==> src/hdl/sidta_pkg.sv <==
// Shared types, constants and helpers for the signed integer to decimal ASCII block.
// No dependencies.
`default_nettype none
package sidta_pkg;

  localparam int DEFAULT_VALUE_BITS = 32;

  localparam logic [7:0] ASCII_ZERO  = 8'd48;
  localparam logic [7:0] ASCII_MINUS = 8'd45;

  typedef enum logic [2:0] {
    ST_IDLE,
    ST_CONVERT,
    ST_SIGN,
    ST_SKIP,
    ST_EMIT
  } sidta_state_t;

  typedef struct packed {
    logic full;
    logic empty;
  } sidta_qstat_t;

  // decimal digits needed for any unsigned value of the given width
  function automatic int sidta_digits(input int bits);
    return (bits * 30103) / 100000 + 1;
  endfunction

endpackage
`default_nettype wire

==> src/hdl/sidta_front.sv <==
// Front stage: accept a word, split it into sign and magnitude, hand it to the queue.
// Depends on sidta_pkg.
`default_nettype none
module sidta_front #(
  parameter int VALUE_BITS = sidta_pkg::DEFAULT_VALUE_BITS
) (
  input  wire logic                     clk,
  input  wire logic                     rst,
  input  wire logic                     start,
  output logic                          busy,
  input  wire logic [VALUE_BITS-1:0]    value,
  input  wire sidta_pkg::sidta_qstat_t  qstat,
  output logic                          push,
  output logic                          push_neg,
  output logic [VALUE_BITS-1:0]         push_mag
);
  import sidta_pkg::*;

  logic                  valid;
  logic                  neg;
  logic [VALUE_BITS-1:0] mag;
  logic                  accept;

  assign busy     = valid && qstat.full;
  assign accept   = start && !busy;
  assign push     = valid && !qstat.full;
  assign push_neg = neg;
  assign push_mag = mag;

  always_ff @(posedge clk) begin
    if (rst) begin
      valid <= 1'b0;
    end else if (accept) begin
      valid <= 1'b1;
    end else if (push) begin
      valid <= 1'b0;
    end
  end

  always_ff @(posedge clk) begin
    if (accept) begin
      neg <= value[VALUE_BITS-1];
      mag <= value[VALUE_BITS-1] ? (~value + {{(VALUE_BITS-1){1'b0}}, 1'b1}) : value;
    end
  end

endmodule
`default_nettype wire

==> src/hdl/sidta_queue.sv <==
// Two-entry queue of sign/magnitude words between front and back.
// Depends on sidta_pkg.
`default_nettype none
module sidta_queue #(
  parameter int VALUE_BITS = sidta_pkg::DEFAULT_VALUE_BITS
) (
  input  wire logic                     clk,
  input  wire logic                     rst,
  input  wire logic                     push,
  input  wire logic                     push_neg,
  input  wire logic [VALUE_BITS-1:0]    push_mag,
  input  wire logic                     pop,
  output logic                          pop_neg,
  output logic [VALUE_BITS-1:0]         pop_mag,
  output sidta_pkg::sidta_qstat_t       qstat
);
  import sidta_pkg::*;

  logic [VALUE_BITS:0] entry [2];
  logic                wr_ptr;
  logic                rd_ptr;
  logic [1:0]          count;
  logic                do_push;
  logic                do_pop;

  assign qstat.full  = (count == 2'd2);
  assign qstat.empty = (count == 2'd0);
  assign do_push     = push && !qstat.full;
  assign do_pop      = pop && !qstat.empty;
  assign pop_neg     = entry[rd_ptr][VALUE_BITS];
  assign pop_mag     = entry[rd_ptr][VALUE_BITS-1:0];

  always_ff @(posedge clk) begin
    if (rst) begin
      wr_ptr <= 1'b0;
      rd_ptr <= 1'b0;
      count  <= 2'd0;
    end else begin
      if (do_push) begin
        wr_ptr <= ~wr_ptr;
      end
      if (do_pop) begin
        rd_ptr <= ~rd_ptr;
      end
      case ({do_push, do_pop})
        2'b10:   count <= count + 2'd1;
        2'b01:   count <= count - 2'd1;
        default: count <= count;
      endcase
    end
  end

  always_ff @(posedge clk) begin
    if (do_push) begin
      entry[wr_ptr] <= {push_neg, push_mag};
    end
  end

endmodule
`default_nettype wire

==> src/hdl/sidta_back.sv <==
// Back stage: bit-serial binary to BCD, sign if negative, then one digit per cycle.
// Depends on sidta_pkg.
`default_nettype none
module sidta_back #(
  parameter int VALUE_BITS = sidta_pkg::DEFAULT_VALUE_BITS
) (
  input  wire logic                     clk,
  input  wire logic                     rst,
  input  wire sidta_pkg::sidta_qstat_t  qstat,
  input  wire logic                     pop_neg,
  input  wire logic [VALUE_BITS-1:0]    pop_mag,
  output logic                          pop,
  output logic                          strobe,
  output logic [7:0]                    char_code,
  output logic                          is_last
);
  import sidta_pkg::*;

  localparam int DIGITS = sidta_digits(VALUE_BITS);
  localparam int BCD_W  = 4 * DIGITS;
  localparam int BCW    = (VALUE_BITS > 1) ? $clog2(VALUE_BITS) : 1;
  localparam int RCW    = $clog2(DIGITS + 1);

  sidta_state_t          state;
  sidta_state_t          state_next;
  logic                  neg;
  logic [VALUE_BITS-1:0] mag;
  logic [BCD_W-1:0]      bcd;
  logic [BCD_W-1:0]      bcd_adj;
  logic [BCW-1:0]        bit_cnt;
  logic [RCW-1:0]        remain;
  logic [3:0]            top;
  logic                  conv_done;
  logic                  lead_done;

  assign top       = bcd[BCD_W-1 -: 4];
  assign conv_done = (bit_cnt == BCW'(VALUE_BITS - 1));
  assign lead_done = (top != 4'd0) || (remain == RCW'(1));

  always_comb begin
    for (int d = 0; d < DIGITS; d++) begin
      bcd_adj[4*d +: 4] = (bcd[4*d +: 4] >= 4'd5) ? (bcd[4*d +: 4] + 4'd3) : bcd[4*d +: 4];
    end
  end

  always_comb begin
    state_next = state;
    case (state)
      ST_IDLE:    if (!qstat.empty) state_next = ST_CONVERT;
      ST_CONVERT: if (conv_done) state_next = neg ? ST_SIGN : ST_SKIP;
      ST_SIGN:    state_next = ST_SKIP;
      ST_SKIP:    if (lead_done) state_next = ST_EMIT;
      ST_EMIT:    if (remain == RCW'(1)) state_next = ST_IDLE;
      default:    state_next = ST_IDLE;
    endcase
  end

  always_comb begin
    pop       = 1'b0;
    strobe    = 1'b0;
    is_last   = 1'b0;
    char_code = ASCII_ZERO + {4'd0, top};
    case (state)
      ST_IDLE: begin
        pop = !qstat.empty;
      end
      ST_SIGN: begin
        strobe    = 1'b1;
        char_code = ASCII_MINUS;
      end
      ST_EMIT: begin
        strobe  = 1'b1;
        is_last = (remain == RCW'(1));
      end
      default: begin
        pop = 1'b0;
      end
    endcase
  end

  always_ff @(posedge clk) begin
    if (rst) begin
      state <= ST_IDLE;
    end else begin
      state <= state_next;
    end
  end

  always_ff @(posedge clk) begin
    case (state)
      ST_IDLE: begin
        neg     <= pop_neg;
        mag     <= pop_mag;
        bcd     <= '0;
        bit_cnt <= '0;
        remain  <= RCW'(DIGITS);
      end
      ST_CONVERT: begin
        bcd     <= {bcd_adj[BCD_W-2:0], mag[VALUE_BITS-1]};
        mag     <= mag << 1;
        bit_cnt <= bit_cnt + BCW'(1);
      end
      ST_SKIP: begin
        if (!lead_done) begin
          bcd    <= bcd << 4;
          remain <= remain - RCW'(1);
        end
      end
      ST_EMIT: begin
        bcd    <= bcd << 4;
        remain <= remain - RCW'(1);
      end
      default: begin
        bcd <= bcd;
      end
    endcase
  end

endmodule
`default_nettype wire

==> src/hdl/signed_int_to_decimal_ascii.sv <==
// Top level: signed integer to decimal ASCII text, front stage, queue and converter.
// Depends on sidta_pkg, sidta_front, sidta_queue, sidta_back.
//
// Channel  Handshake                 Payload
// input    start / busy              value
// output   strobe (one cycle each)   char_code, is_last
//
// A word passes through a load state, the bit-serial converter, a sign state if negative,
// then a search for the first digit that skips leading zero positions, then the digits.
// The converter sets the rate; the two-entry queue and front register let up to
// three words wait. busy rises only when all are taken. Reset is synchronous and
// clears valid flag, queue pointers and FSM state; the output side is never stalled.
`default_nettype none
module signed_int_to_decimal_ascii #(
  parameter int VALUE_BITS = sidta_pkg::DEFAULT_VALUE_BITS
) (
  input  wire logic                  clk,
  input  wire logic                  rst,
  input  wire logic                  start,
  output logic                       busy,
  input  wire logic [VALUE_BITS-1:0] value,
  output logic                       strobe,
  output logic [7:0]                 char_code,
  output logic                       is_last
);
  import sidta_pkg::*;

  sidta_qstat_t          qstat;
  logic                  push;
  logic                  push_neg;
  logic [VALUE_BITS-1:0] push_mag;
  logic                  pop;
  logic                  pop_neg;
  logic [VALUE_BITS-1:0] pop_mag;

  sidta_front #(.VALUE_BITS(VALUE_BITS)) u_front (
    .clk      (clk),
    .rst      (rst),
    .start    (start),
    .busy     (busy),
    .value    (value),
    .qstat    (qstat),
    .push     (push),
    .push_neg (push_neg),
    .push_mag (push_mag)
  );

  sidta_queue #(.VALUE_BITS(VALUE_BITS)) u_queue (
    .clk      (clk),
    .rst      (rst),
    .push     (push),
    .push_neg (push_neg),
    .push_mag (push_mag),
    .pop      (pop),
    .pop_neg  (pop_neg),
    .pop_mag  (pop_mag),
    .qstat    (qstat)
  );

  sidta_back #(.VALUE_BITS(VALUE_BITS)) u_back (
    .clk       (clk),
    .rst       (rst),
    .qstat     (qstat),
    .pop_neg   (pop_neg),
    .pop_mag   (pop_mag),
    .pop       (pop),
    .strobe    (strobe),
    .char_code (char_code),
    .is_last   (is_last)
  );

endmodule
`default_nettype wire

==> config.mk <==
export PLATFORM = sky130hd
export DESIGN_NAME = signed_int_to_decimal_ascii
export DESIGN_NICKNAME = d
export VERILOG_FILES = /design/src/hdl/sidta_pkg.sv /design/src/hdl/sidta_front.sv /design/src/hdl/sidta_queue.sv /design/src/hdl/sidta_back.sv /design/src/hdl/signed_int_to_decimal_ascii.sv
export SDC_FILE = /design/constraint.sdc
export NUM_CORES = 1
export LEC_CHECK = 0
export ABC_AREA = 1
export ABC_CLOCK_PERIOD_IN_PS = 3400
export BUFFER_PORTS_ARGS = -buffer_cell sky130_fd_sc_hd__buf_2
export CAP_MARGIN = 20
export CORE_MARGIN = 3
export CORE_UTILIZATION = 55
export DETAILED_ROUTE_END_ITERATION = 10
export PLACE_DENSITY_LB_ADDON = 0.08
export SYNTH_ARGS = -nofsm -noshare
export SYNTH_HDL_FRONTEND = slang
export SYNTH_SLANG_ARGS = --single-unit
==> constraint.sdc <==
create_clock -name clk -period 3.4 [get_ports clk]
set_clock_uncertainty 0.05 [all_clocks]
set_input_delay 0.17 -clock clk [delete_from_list [all_inputs] [get_ports clk]]
set_output_delay 0.17 -clock clk [all_outputs]
set_load 0.005 [all_outputs]
After elaboration in Yosys (flattened, before gate mapping):

Memories as Yosys holds them, arrays and structs flattened. A register that Yosys moved wholly into a read port is not among the register bits.
Cells that the tools add are included.

* reduce and logical (&&, ||, !) cells: 21
* equal/unequal tests: 14
* mux-type cells: 34
* magnitude comparators: 10
* bitwise logic cells: 3
* $add $sub $neg: 16

Operator list (count)
* one-hot mux 40 bit (4 select lines): 1
* one-hot mux 32 bit (2 select lines): 1
* >= comparator 4 x 3 -> 1 bit (second input constant): 10
* two-way mux 4 bit: 10
* two-way mux 40 bit: 1
* adder 4 x 2 -> 4 bit (second input constant): 9
* adder 32 x 1 -> 32 bit (second input constant): 1
* NOT 32 bit: 1
* two-way mux 31 bit: 1
* two-way mux 3 bit: 5
* one-hot mux 3 bit (5 select lines): 1
* one-hot mux 4 bit (3 select lines): 1
* two-way mux 1 bit: 10
* one-hot mux 5 bit (2 select lines): 1
* two-way mux 8 bit: 1
* nonzero test 4 bit: 2
* adder 6 x 4 -> 7 bit (first input constant): 1
* == test 3 x 2 -> 1 bit (second input constant): 2
* != test 2 x 1 -> 1 bit (second input constant): 3
* nonzero test 2 bit: 3
* adder 5 x 1 -> 5 bit (second input constant): 1
* == test 5 bit (second input constant): 1
* logical AND 1 bit: 5
* == test 2 bit (second input constant): 2
* 19 further kinds: 24

* memories kept: 1
* RAM bits: 66
* word-level logic and storage cells: 112
* bits in registers: 123
* bits of input ports: 35

Memory list
* u_queue.entry: depth 2, width 33, rd ports 1, clocked after Yosys merged registers in 1, write ports 1, RTL line sidta_queue.sv:19 `logic [VALUE_BITS:0] entry [2];`

Depth between registers and ports, before layout:

* depth in word-level cells: 6
* depth in mapped cells: 11
* gate-level depth less buffers: 11

Modules after synthesis:

From an unflattened synthesis, not the netlist that was laid out.

* cell total of the unflattened synthesis: 911
* area, all modules: 9552.9 um^2

Modules (own cells, without submodules)
* sidta_back: area each 4670.7 um^2, cells an instance 510, instances 1
* sidta_queue: area each 2782.7 um^2, cells an instance 143, instances 1
* sidta_front: area each 2099.5 um^2, cells an instance 258, instances 1

Least setup slack after synthesis:

OpenSTA, ideal clock, no wires.

* kind: register -> register
* from: reg u_back.bcd[36]
* to: reg u_back.bcd[0], enable pin
* data required time: 2.895 ns
* arrival: 2.885 ns
* stages on the path, launching flop included: 7
* clock period less this slack: 3.390 ns
* path buffers: 0
* slack: 0.010 ns
* cells stage by stage: edfxtp_1 > inv_1 > ha_1 > inv_1 > nor2_1 > nand2_1 > a22oi_1

* cells in the longest elaborated chain, start to end: 4

Ends and longest elaborated chain
* from (decl): RTL line sidta_back.sv:28 `logic [BCD_W-1:0] bcd;`
* from (signal assigned): RTL line sidta_back.sv:99 `bcd <= {bcd_adj[BCD_W-2:0], mag[VALUE_BITS-1]};`
* from (signal assigned): RTL line sidta_back.sv:105 `bcd <= bcd << 4;`
* from (signal assigned): RTL line sidta_back.sv:110 `bcd <= bcd << 4;`
* nonzero test 4 bit: RTL line sidta_back.sv:38 `assign lead_done = (top != 4'd0) || (remain == RCW'(1));`
* logical OR 1 bit: RTL line sidta_back.sv:38
* != test 2 bit (no line)
* AND reduction 2 bit (no line)

No other way between the ends.
A chain may end at the register's enable or synchronous reset.

Worst setup path after layout:

* from: reg u_back.state[0]
* to: reg u_back.state[1]

* cells in the longest elaborated chain, start to end: 3
* elaborated cells between the ends (all ways): 11
* those cells by class: 8 x eq/ne; 1 x mux; 2 x reduce/logical

Ends and longest elaborated chain
* from (decl): RTL line sidta_back.sv:24 `sidta_state_t state;`
* from (signal assigned): RTL line sidta_back.sv:85 `state <= state_next;`
* == test 3 bit (tied with other cells): RTL line sidta_back.sv:48 `case (state)`
* != test 2 x 1 -> 1 bit (no line) or != test 2 bit (tied branches)
* AND reduction 4 bit (no line)

Parallel ways exist; a longest one is shown, timed or not.

==> impl.org <==
** Status
- Outcome :: finished clean

** STA
- Setup repair after global routing left no endpoint under its margin.
- Fraction of the cycle the final worst path needs :: 0.6027
- At the pin with the least slew margin, the transition time is 0.6473 ns.
- Number of failing setup endpoints in the final timing report :: 0
- Fin. max-slew vios :: 0
- For this run, the top clock speed supported by timing is 488.0 MHz.
- Crit path time final :: 2.049 ns
- Slew margin rel. :: 0.5685
- Setup tns final :: 0 ns
- The number of failing hold endpoints at the final stage is 0.

** Pwr
- Of the total power, combinational logic draws 0.284.
- Summing internal, switching and leakage power gives 0.008166 W.
- Design internal power :: 0.005330 W
- Maximum vdd drop :: 0.3784 mV
- Reported leakage power :: 3.987 nW
- Of the total power, registers draw 0.474.
- Of the total power, the clock network draws 0.242.
- Net switching fraction of the power :: 0.3473
- The analysis attributes to net switching a power of 0.002836 W.
- Cell Pwr Density :: 805.7 nW/um^2

** Final layout
- Fraction of final layout cells with drive strength greater than 1 :: 0.1195
- Sequential cell area :: 5615 sq um
- After filler insertion, the fill cell instance count of the layout stands at 1,232.
- Total area of multi-input combinational cells :: 2905 sq um
- Share of the core filled with cells :: 0.6311
- Post-Layout Inst Area :: 10,130 sq um
- The repair_antennas step left the layout with diodes totalling 0.
- In the final design database the tool counted 995 nets.
- Area grow syn2layout :: 10.97%

** Critical path
- STA classifies the critical path startpoint as a flip-flop.
- The worst setup path is of the reg -> reg kind.
- For the worst setup path, the data required time is 3.68 ns.
- STA classifies the critical path endpoint as a flip-flop.
- CP Max Fanout :: 74
- Master of the slowest instance on the critical path :: buf_4
- Arrival time at the worst endpoint :: 2.32 ns
- Crit-path max cell delay :: 0.58 ns
- Critical path's most frequent cell :: nand2_2
- The signal on the critical path passes through nand2_2, nor2_4, buf_4, nand2_2, nand2_2, inv_2, a21oi_1, nor2_1.

** GRT
- For met2 alone, demand over resource in global routing was 0.3013.
- After global routing, the most crowded layer is met2.
- In the global route stage, overall resource usage came out at 0.1775.
- The number of antenna violations at the first check in global routing came to 0.
- Global-route wire length before repair :: 25.89 mm
- Pin count of the biggest net entering global routing :: 75
- Global routing finished with a remaining overflow of 0.
- For met1 alone, demand over resource in global routing was 0.2255.
- The number of global-route vias before repair came to 5,671.
- In the global route stage, met3 resource usage came out at 0.03987.

** Yosys
- Most used standard cell by instance count after synthesis :: edfxtp_1
- Dividing the synthesized area by the synthesized cell count gives 10.28 sq um.
- Counting distinct cell types in the post-synthesis netlist gives 37.
- Cell types with the largest area share after synthesis :: edfxtp_1 (60%), o21ai_0 (7.9%), nand2_1 (6.7%)
- Area of the mapped netlist :: 9133 sq um
- The share of synthesized area in the top cell type comes to 0.5952.
- For this run, the leading register cell type out of synthesis is edfxtp_1.
- Of all cell types, the one taking the most synthesized area is edfxtp_1.
- Number of flops mapped to enable cells by yosys :: 181
- Ranking of synthesized cells by instance count :: edfxtp_1 (181), nand2_1 (164), o21ai_0 (144)
- Post-synthesis async set-or-reset flop share :: 0
- Warnings, synthesis :: 0
- The share of the Yosys chip area taken by registers is 0.6149.
- Number of register bits inferred by synthesis :: 190
- Post-synthesis cell count :: 888

** Clocking
- Clock latency of the later-clocked register in the worst-skew pair :: 0.43 ns
- Total clock buffers created by CTS :: 17
- The number of setup buffers added after CTS is 0.
- After clock tree synthesis, the clock-pin slew on the worst setup and hold paths is 0.07 ns.
- TritonCTS built the clock tree.
- Clock buffer depth :: 2
- In this run the clock root is driven by a clkbuf_16.
- The clock net in this run drives a total of 190 sinks.
- Maximum level of the CTS H-tree :: 4

** Floorplanning
- In this run the vertical extent of the chip is 134.9 microns.
- During I/O placement, the number of pins put on the boundary was 46.
- The total area inside the core boundary comes to 16,060 sq um.
- The floorplan has 46 rows.
- For this configuration, the core starts out at a cell density of 0.5687.
- The die covers 18,190 sq um.
- Die width :: 134.9 microns

** Routing
- Using the TritonRoute via totals, the vias-per-cell ratio works out to 5.233.
- Initial drt markers :: 386
- The first detailed-routing pass ran for 5 iterations.
- After detailed routing, the total wire length is 15.64 mm.
- Wire length per cell :: 13.46 microns
- Drc violations :: 0
- The final route contains 6,081 vias.
- Once detail routing completed, the nets flagged for antenna violations numbered 0.

** Placement
- Number of buffers added on ports :: 42
- Once placement finished, the instance area stood at 9497 sq um.
- Final estimated routing congestion in global placement :: 0.8533
- Summed over all nets, the half-perimeter wirelength after detailed placement is 10.95 mm.

** Hold path
- The tightest min-delay check is of the in -> reg type.

** Run
- The tool flagged a number of max-cap violations equal to 0.
## repair_timing
item	4_1_cts	5_1_grt
hold buffers	4	0
resized for setup	0	0
endpoints found under the hold margin	5	0
## power groups by stage
stage	logic [W]	clock network (W)	registers [W]
finish	0.00232	0.00198	0.00387
global route	0.00266	0.00211	0.00394
CTS	0.00234	0.00202	0.00387
detailed placement	0.00233	0	0.00391
global placement	0.00220	0	0.00389
floorplan	0.00183	0	0.00382
## per-layer routing
layer  vias to the layer above  routed length [microns]
li1                       3115                        -
met1                      2815                     7178
met2                       128                     7579
met3                        23                      571
met4                         0                      306
met5                         -                        0
## flip-flops by register name, summed over array words and instances, names as in the netlist, named ones only
| name | count |
|---|---|
| u_queue.entry | 66 |
| u_back.remain | 4 |
| u_back.state | 3 |
| u_front.valid | 1 |
| u_queue.count | 2 |
| u_front.push_neg | 1 |
| u_queue.wr_ptr | 1 |
| u_queue.rd_ptr | 1 |
| u_back.bit_cnt | 5 |
| u_front.push_mag | 32 |
| u_back.bcd | 40 |
| u_back.neg | 1 |
| u_back.mag | 32 |
## cell type report
| cell class | count | share of cell area |
|---|---|---|
| Tap cell | 216 | 0.02667 |
| Inverter | 116 | 0.04296 |
| Sequential cell | 190 | 0.5541 |
| Clock buffer | 17 | 0.04198 |
| Timing Repair Buffer | 54 | 0.03062 |
| Multi-Input combinational cell | 555 | 0.2867 |
| Clock inverter | 14 | 0.01704 |
## placed cells by master, fill, tap and decap left out, drive strengths merged
cell type | Yosys | routed
edfxtp | 181 | 181
nand2 | 169 | 169
o21ai | 151 | 151
inv | 116 | 125
nor2 | 68 | 68
buf | 22 | 50
a21oi | 42 | 42
nand3 | 29 | 29
ha | 26 | 26
clkbuf | 6 | 17
xor2 | 15 | 15
xnor2 | 10 | 10
nand4 | 9 | 9
dfxtp | 9 | 9
or2 | 9 | 9
o22ai | 9 | 9
dlygate4sd3 | 0 | 4
and2 | 4 | 4
nor3 | 3 | 3
conb | 2 | 3
clkinv | 0 | 3
nand3b | 2 | 2
mux2 | 2 | 2
o211ai | 1 | 1
a211oi | 1 | 1
a22oi | 1 | 1
nor3b | 1 | 1
bufinv | 0 | 1
clkinvlp | 0 | 1
## cells by family after synthesis
logic type | after synthesis | synth area share
adders and majority gates | 26 | 0.03562
other | 2 | 0.0008223
muxes | 2 | 0.002466
buffers and inverters | 144 | 0.06850
xor gates and xnor gates | 25 | 0.02398
DFF | 190 | 0.6149
AOI/OAI and AO/OA | 205 | 0.1171
and+or+nand+nor | 294 | 0.1366
## worst max-delay path, delay by kind of cell, from the launching register on
kind / cells / cell delay, ns
DFF: 1 / 0.44
buffers and inverters: 2 / 0.62
and+or+nand+nor: 5 / 0.67
AOI/OAI and AO/OA: 1 / 0.12
## metrics by stage
step	hold slack (ns)	std cells	setup WS, ns
after CTS	0.0001248	1162	1.334
after detailed placement	0.3327	1127	1.348
after global routing	0.007317	1162	1.174
final	0.02168	1162	1.351
after floorplan	0.1891	889	0.01024
after global placement	0.3351	1127	1.408
## path summary, 6_finish.rpt
check	start	endpoint	slack, ns	cells past startpoint
setup / recovery	u_back.state[0]	u_back.state[1]	1.35	8
hold / removal	value[23]	u_front.push_mag[23]	0.02	3
setup reg to reg	u_back.state[0]	u_back.state[1]	1.35	8
hold reg to reg	u_front.push_mag[3]	u_queue.entry[1][3]	0.40	0
Note: power is estimated with default switching activity, not from simulation.
